File: src/rtl/uart8n1_pkg.sv
package uart8n1_pkg;

  // Data bits per frame by default.
  localparam int unsigned DataBitsDefault = 8;

  // Bit period register.
  localparam int unsigned BitPeriodW = 16;
  localparam logic [BitPeriodW-1:0] BitPeriodReset = 16'd104;

  // The receiver's first wait is one and a half bit periods, so one bit wider.
  localparam int unsigned RxTimerW = BitPeriodW + 1;

  // One word in: one clock tick of line time.
  typedef struct packed {
    logic       rx_line;
    logic       tx_start;
    logic [7:0] tx_byte;
    logic       tx_target;
  } in_t;

  // One word out: line levels and status after that tick.
  typedef struct packed {
    logic       tx_line_card;
    logic       tx_line_host;
    logic       tx_busy;
    logic       tx_refused;
    logic       rx_valid;
    logic [7:0] rx_byte;
  } out_t;

endpackage

File: src/rtl/uart8n1_if.sv
// Input channel: one tick of line samples and transmit requests.
interface uart8n1_in_if;
  logic              valid;
  logic              ready;
  uart8n1_pkg::in_t  data;

  modport source (output valid, output data, input ready);
  modport sink   (input valid, input data, output ready);
endinterface

// Output channel: line levels and status for each tick.
interface uart8n1_out_if;
  logic              valid;
  logic              ready;
  uart8n1_pkg::out_t data;

  modport source (output valid, output data, input ready);
  modport sink   (input valid, input data, output ready);
endinterface

File: src/rtl/uart_8n1_transceiver_unit.sv
// Channel   Direction  Word                                   Handshake
// in_i      sink       rx_line, tx_start, tx_byte, tx_target  valid / ready
// out_o     source     tx_line_card/host, tx_busy, tx_refused, valid / ready
//                      rx_valid, rx_byte
// cfg       write      cfg_data_i (bit period)                cfg_we_i
//
// One word is taken every cycle while in_i.ready is high; its result word appears
// in the next cycle, from the single output register after the state update.
// Reset (rst_ni low, asynchronous) sets the receiver hunting, the transmitter
// idle with both lines high, and the bit period to 104 ticks.
// When the output register is full and not taken, in_i.ready drops and
// the line state holds until the result is taken.
module uart_8n1_transceiver_unit #(
  parameter int unsigned DATA_BITS = uart8n1_pkg::DataBitsDefault
) (
  input  logic                                clk_i,
  input  logic                                rst_ni,
  input  logic                                cfg_we_i,
  input  logic [uart8n1_pkg::BitPeriodW-1:0]  cfg_data_i,
  uart8n1_in_if.sink                          in_i,
  uart8n1_out_if.source                       out_o
);

  localparam int unsigned FrameBits = DATA_BITS + 2;
  localparam int unsigned RxCntW    = $clog2(DATA_BITS + 1);
  localparam int unsigned TxCntW    = $clog2(FrameBits + 1);
  localparam int unsigned RxTimerW  = uart8n1_pkg::RxTimerW;
  localparam int unsigned BitPeriodW = uart8n1_pkg::BitPeriodW;

  typedef enum logic [1:0] {
    RX_HUNT = 2'd0,
    RX_DATA = 2'd1,
    RX_STOP = 2'd2
  } rx_phase_e;

  logic [BitPeriodW-1:0] bit_period_q;

  rx_phase_e             rx_phase_q, rx_phase_d;
  logic [RxTimerW-1:0]   rx_timer_q, rx_timer_d;
  logic [DATA_BITS-1:0]  rx_shift_q, rx_shift_d;
  logic [RxCntW-1:0]     rx_left_q, rx_left_d;

  logic [BitPeriodW-1:0] tx_timer_q, tx_timer_d;
  logic [FrameBits-1:0]  tx_shift_q, tx_shift_d;
  logic [TxCntW-1:0]     tx_left_q, tx_left_d;
  logic                  tx_sel_q, tx_sel_d;

  logic                  out_valid_q;
  uart8n1_pkg::out_t     out_q, out_d;

  logic                  in_fire;
  logic                  rx_valid;
  logic                  tx_refused;
  logic                  tx_busy;
  logic                  tx_level;

  // A word is taken whenever the output register is free or being emptied.
  assign in_i.ready  = !out_valid_q || out_o.ready;
  assign in_fire     = in_i.valid && in_i.ready;
  assign out_o.valid = out_valid_q;
  assign out_o.data  = out_q;

  // Receiver: hunt for a start bit, wait, sample data bits, wait out the stop bit.
  always_comb begin
    rx_phase_d = rx_phase_q;
    rx_timer_d = rx_timer_q;
    rx_shift_d = rx_shift_q;
    rx_left_d  = rx_left_q;
    rx_valid   = 1'b0;
    case (rx_phase_q)
      RX_DATA: begin
        if (rx_timer_q > RxTimerW'(1)) begin
          rx_timer_d = rx_timer_q - RxTimerW'(1);
        end else begin
          rx_shift_d = {in_i.data.rx_line, rx_shift_q[DATA_BITS-1:1]};
          if (rx_left_q != '0) begin
            rx_left_d = rx_left_q - RxCntW'(1);
          end
          rx_timer_d = RxTimerW'(bit_period_q);
          if (rx_left_d == '0) begin
            rx_valid   = 1'b1;
            rx_phase_d = RX_STOP;
          end
        end
      end
      RX_STOP: begin
        if (rx_timer_q > RxTimerW'(1)) begin
          rx_timer_d = rx_timer_q - RxTimerW'(1);
        end else begin
          rx_phase_d = RX_HUNT;
        end
      end
      default: begin
        // The unused phase code behaves as hunting.
        rx_phase_d = RX_HUNT;
        if (!in_i.data.rx_line) begin
          rx_phase_d = RX_DATA;
          rx_timer_d = RxTimerW'(bit_period_q) + RxTimerW'(bit_period_q[BitPeriodW-1:1]);
          rx_left_d  = RxCntW'(DATA_BITS);
        end
      end
    endcase
  end

  // Transmitter: advance the frame on the line, then take or refuse a request.
  always_comb begin
    tx_timer_d = tx_timer_q;
    tx_shift_d = tx_shift_q;
    tx_left_d  = tx_left_q;
    tx_sel_d   = tx_sel_q;
    tx_refused = 1'b0;
    if (tx_left_q != '0) begin
      if (tx_timer_q > BitPeriodW'(1)) begin
        tx_timer_d = tx_timer_q - BitPeriodW'(1);
      end else begin
        tx_shift_d = {1'b1, tx_shift_q[FrameBits-1:1]};
        tx_left_d  = tx_left_q - TxCntW'(1);
        tx_timer_d = bit_period_q;
      end
    end
    if (in_i.data.tx_start) begin
      if (tx_left_d != '0) begin
        tx_refused = 1'b1;
      end else begin
        tx_shift_d = {1'b1, DATA_BITS'(in_i.data.tx_byte), 1'b0};
        tx_left_d  = TxCntW'(FrameBits);
        tx_timer_d = bit_period_q;
        tx_sel_d   = in_i.data.tx_target;
      end
    end
  end

  // Result word for this tick.
  assign tx_busy  = (tx_left_d != '0);
  assign tx_level = tx_busy ? tx_shift_d[0] : 1'b1;

  always_comb begin
    out_d.tx_line_card = tx_sel_d ? 1'b1 : tx_level;
    out_d.tx_line_host = tx_sel_d ? tx_level : 1'b1;
    out_d.tx_busy      = tx_busy;
    out_d.tx_refused   = tx_refused;
    out_d.rx_valid     = rx_valid;
    out_d.rx_byte      = rx_valid ? 8'(rx_shift_d) : 8'd0;
  end

  // Bit period register.
  always_ff @(posedge clk_i or negedge rst_ni) begin
    if (!rst_ni) begin
      bit_period_q <= uart8n1_pkg::BitPeriodReset;
    end else if (cfg_we_i) begin
      bit_period_q <= cfg_data_i;
    end
  end

  // Line state, advanced once for every word taken.
  always_ff @(posedge clk_i or negedge rst_ni) begin
    if (!rst_ni) begin
      rx_phase_q <= RX_HUNT;
      rx_timer_q <= '0;
      rx_shift_q <= '0;
      rx_left_q  <= '0;
      tx_timer_q <= '0;
      tx_shift_q <= '1;
      tx_left_q  <= '0;
      tx_sel_q   <= 1'b0;
    end else if (in_fire) begin
      rx_phase_q <= rx_phase_d;
      rx_timer_q <= rx_timer_d;
      rx_shift_q <= rx_shift_d;
      rx_left_q  <= rx_left_d;
      tx_timer_q <= tx_timer_d;
      tx_shift_q <= tx_shift_d;
      tx_left_q  <= tx_left_d;
      tx_sel_q   <= tx_sel_d;
    end
  end

  // Output register valid flag.
  always_ff @(posedge clk_i or negedge rst_ni) begin
    if (!rst_ni) begin
      out_valid_q <= 1'b0;
    end else if (in_fire) begin
      out_valid_q <= 1'b1;
    end else if (out_o.ready) begin
      out_valid_q <= 1'b0;
    end
  end

  // Output register payload.
  always_ff @(posedge clk_i) begin
    if (in_fire) begin
      out_q <= out_d;
    end
  end

endmodule

File: src/flat_wrapper.sv
// flat-port wrapper written by rule: the top's interface ports become plain ports
module uart_8n1_transceiver_unit_flat 
#(
  parameter int unsigned DATA_BITS = uart8n1_pkg::DataBitsDefault
)
  (clk_i, rst_ni, cfg_we_i, cfg_data_i, in_i_valid, in_i_data, in_i_ready, out_o_valid, out_o_data, out_o_ready);
  uart8n1_in_if in_i_i ();
  uart8n1_out_if out_o_i ();
  input  logic clk_i;
  input  logic rst_ni;
  input  logic cfg_we_i;
  input  logic [uart8n1_pkg::BitPeriodW-1:0] cfg_data_i;
  input wire logic [$bits(in_i_i.valid)-1:0] in_i_valid;
  input wire logic [$bits(in_i_i.data)-1:0] in_i_data;
  output wire logic [$bits(in_i_i.ready)-1:0] in_i_ready;
  output wire logic [$bits(out_o_i.valid)-1:0] out_o_valid;
  output wire logic [$bits(out_o_i.data)-1:0] out_o_data;
  input wire logic [$bits(out_o_i.ready)-1:0] out_o_ready;
  assign in_i_i.valid = in_i_valid;
  assign in_i_i.data = in_i_data;
  assign in_i_ready = in_i_i.ready;
  assign out_o_valid = out_o_i.valid;
  assign out_o_data = out_o_i.data;
  assign out_o_i.ready = out_o_ready;
  uart_8n1_transceiver_unit #(.DATA_BITS(DATA_BITS)) u_core (.clk_i(clk_i), .rst_ni(rst_ni), .cfg_we_i(cfg_we_i), .cfg_data_i(cfg_data_i), .in_i(in_i_i), .out_o(out_o_i));
endmodule
File: config.mk
export PLATFORM = sky130hd
export DESIGN_NAME = uart_8n1_transceiver_unit_flat
export DESIGN_NICKNAME = d
export VERILOG_FILES = /design/src/rtl/uart8n1_pkg.sv /design/src/rtl/uart8n1_if.sv /design/src/rtl/uart_8n1_transceiver_unit.sv /design/src/flat_wrapper.sv
export SDC_FILE = /design/constraint.sdc
export NUM_CORES = 1
export LEC_CHECK = 0
export CAP_MARGIN = 20
export CORE_MARGIN = 4
export CORE_UTILIZATION = 40
export CTS_BUF_LIST = sky130_fd_sc_hd__clkbuf_2 sky130_fd_sc_hd__clkbuf_4 sky130_fd_sc_hd__clkbuf_8
export DETAILED_ROUTE_END_ITERATION = 10
export DONT_BUFFER_PORTS = 1
export PLACE_DENSITY_LB_ADDON = 0.2
export SLEW_MARGIN = 5
export SYNTH_ARGS = -nofsm -noshare
export SYNTH_HDL_FRONTEND = slang
export SYNTH_SLANG_ARGS = --single-unit
File: constraint.sdc
create_clock -name clk_i -period 3.1 [get_ports clk_i]
set_clock_uncertainty 0.2 [all_clocks]
set_input_delay 0.62 -clock clk_i [delete_from_list [all_inputs] [get_ports clk_i]]
set_output_delay 0.62 -clock clk_i [all_outputs]
set_load 0.005 [all_outputs]
==> impl_metrics.tcl <==
set metrics [dict create \
    clock_latency_ps 390 \
    die_area_um2 15940 \
    critPathMostFrequentCell "o21a_1" \
    crit_chain "ha_1 -> inv_1 -> fa_1 -> nor2b_1 -> o21a_1 -> o21a_1 -> o31a_1 -> o211ai_1 -> nand2_1 -> a2111oi_2 -> a21oi_1" \
    report.final.slew_viol_count 0 \
    wl_per_cell_um 17.32 \
    slew-limit-headroom_pct 37.26 \
    worst_pin_slew_ps 941.0 \
    multi_input_area_um2 3058 \
    ys_top_cells_by_count "nor2_1, dfrtp_1, nand2_1, o21ai_0, a21oi_1" \
    setup_ws_ps 183.7 \
    p_per_area_nw_per_um2 761.3 \
    finalPower_mw 4.673 \
    grt-ovfl-total 0 \
    drive_gt1_share_pct 14.15 \
    r2r_setup_slack_ps 180 \
    holdCritStartpoint "in_i_data[10]" \
    instances_no_fill 798 \
    clock-root-buffer "clkbuf_8" \
    grtUsageTotal_pct 17.63 \
    crit_required_ps 3160 \
    min_to "u_core.rx_phase_q[0]" \
    coreArea_um2 13450 \
    slowest_stage "dfrtp_1" \
    place_ws_ps 101.3 \
    post-cts-setup-buffers 0 \
    grt_max_degree 79 \
    arrival_ps 2980 \
    r2r-end "u_core.rx_timer_q[16]" \
    cts.clk_slew.worst_paths_ps 100 \
    dpl.hpwl_um 9871 \
    grt_antenna_before_repair 0 \
    ff2ff_path_depth 11 \
    drt-initial-drc-count 337 \
    fin_crit_ps 2916 \
    yosys_most_used_dff "dfrtp_1" \
    yosys.area.top_type_share_pct 29.08 \
    io_pins 47 \
    synth.cell_area_um2 5594 \
    die_height_um 126.3 \
    max_clock_freq_ghz 0.3429 \
    p_leak_nw 2.520 \
    post-synth-top-count-cell "nor2_1" \
    worstSetupPathType "reg2reg" \
    synth_cell_types 72 \
    seq_area_frac_synth_pct 42.16 \
    setup_viol 0 \
    whs_path_depth 1 \
    end_kind "flop" \
    cts_max_path_buffers 2 \
    grt_pass1_wl_um 22670 \
    wirelength_um 13820 \
    cpPeakStageDelay_ps 430 \
    min_path_type "in2reg" \
    htree_levels 3 \
    portBuffers 0 \
    reg2reg_from "u_core.bit_period_q[0]" \
    dp.cells 780 \
    path_max_fanout 4 \
    gp_congestion 0.8628 \
    rsz0062_at_grt "no" \
    timing.final.crit_share_pct 94.07 \
    nFillCells 1343 \
    syn2layout_area_growth_pct 9.729 \
    start_kind "flop" \
    critPathBufInv 1 \
    start_util_pct 41.58 \
    num_antenna_cells 0 \
    seqCellArea_um2 2359 \
    die_w_um 126.3 \
    finalHoldViolations 0 \
    ir_drop_v 0.0004415 \
    vias_per_cell 5.832 \
    grt_pass1_vias 4417 \
    synthCells 607 \
    dr_total_vias 4654 \
    crit_family "compound AO/OA/AOI/OAI gates" \
    firstDrtPassIters 6 \
    avgSynthCellArea_um2 9.216 \
    synth_top_cell_by_area "dfrtp_1" \
    outcome "finished, final reports clean" \
    cts_inserted_buffers 9 \
    tns_ps 0 \
    synth_area_leaders "dfrtp_1, edfxtp_1, dfstp_2" \
    async_flop_share_pct 85.71 \
    yosys_warnings 0 \
    ys_seq_elements 91 \
    cts_tree "built" \
    synth_edf_count 13 \
    rows 42 \
    cap_viol_max_count 0 \
    synth_fp_nets 665 \
    drc 0 \
    cts.sinks 91 \
    layout.nets 675 \
    ant_nets 0 \
]
-- report_power, final --
part           switching [mW]  internal, mW  total [mW]
sequential              0.403          1.61        2.01
clock                   0.463         0.461       0.923
combinational            1.00         0.738        1.74
-- layer usage --
metal	vias to the layer above	track usage [%]	part of all wire, %	wire (µm)
met3	19	4.488	6.2	861
met1	2248	24.81	47	6535
li1	2247	-	-	-
met5	-	0	0	0
met4	0	5.426	1.6	225
met2	140	26.76	45	6202
-- metrics by stage --
stage / area [µm²] / utilization [%] / hold WS [ps]
after floorplan: 5594 / - / 124.4
after detailed placement: 5866 / 43.60 / 127.8
final: 6138 / 45.63 / 115.8
after global routing: 6138 / 45.63 / 97.79
after CTS: 6127 / 45.55 / 93.01
after global placement: 5866 / 43.60 / 128.3
-- timing repair --
action | CTS | global route
setup endpoints to repair | 0 | 3
resized for setup | 0 | 3
endpoints found under the hold margin | 78 | 0
hold buffers | 2 | 0
-- cell type report --
cell class	count	share of cell area [%]
clock buffer	9	2.018
clock inverter	7	1.631
inverter	24	1.468
multi-input combinational	469	49.82
sequential	91	38.42
tap	176	3.587
timing repair buffer	22	3.057
-- cell families (layout without fill, tap and decap cells) --
kind of cell / after synthesis / after routing / synth area share (%)
buffers and inverters: 47 / 62 / 3.377
multiplexers: 23 / 23 / 4.585
adder cells (fa/ha/maj): 26 / 26 / 5.949
AND/OR/NAND/NOR: 221 / 221 / 19.77
AO/OA/AOI/OAI: 178 / 178 / 20.87
flip-flops: 91 / 91 / 42.16
XOR/XNOR: 21 / 21 / 3.288
-- layout by cell type (no fill, tap or decap), drive strengths merged, types with 9 or more instances in the layout --
cell type,instances
a21oi,38
and2,9
buf,21
clkbuf,9
dfrtp,65
dfstp,13
edfxtp,13
ha,25
inv,25
mux2,21
nand2,48
nand2b,9
nand3,14
nor2,73
nor3,27
o21ai,59
o31ai,10
xnor2,11
xor2,10
-- sequential cells by signal, summed over array words and instances, names as in the netlist --
register and count:
u_core.rx_timer_q 17, u_core.bit_period_q 16, u_core.tx_timer_q 16, u_core.out_o.data 13
u_core.tx_shift_q 10, u_core.rx_shift_q 7, u_core.rx_left_q 4, u_core.tx_left_q 4
u_core.rx_phase_q 2, u_core.out_o.valid 1, u_core.tx_sel_q 1
-- worst max-delay path by stage --
stage	startpoint	to	slack (ps)	cells after the start
after floorplan	out_o_ready	u_core.tx_timer_q[14]	470	8
after global placement	u_core.bit_period_q[7]	u_core.rx_timer_q[16]	140	8
after detailed placement	u_core.bit_period_q[0]	u_core.rx_timer_q[16]	100	11
after CTS	u_core.bit_period_q[0]	u_core.rx_timer_q[16]	80	11
after global routing	u_core.rx_timer_q[1]	u_core.rx_timer_q[8]	0.06	8
final	u_core.bit_period_q[0]	u_core.rx_timer_q[16]	180	11
Note: power is estimated with default switching activity, not from simulation.
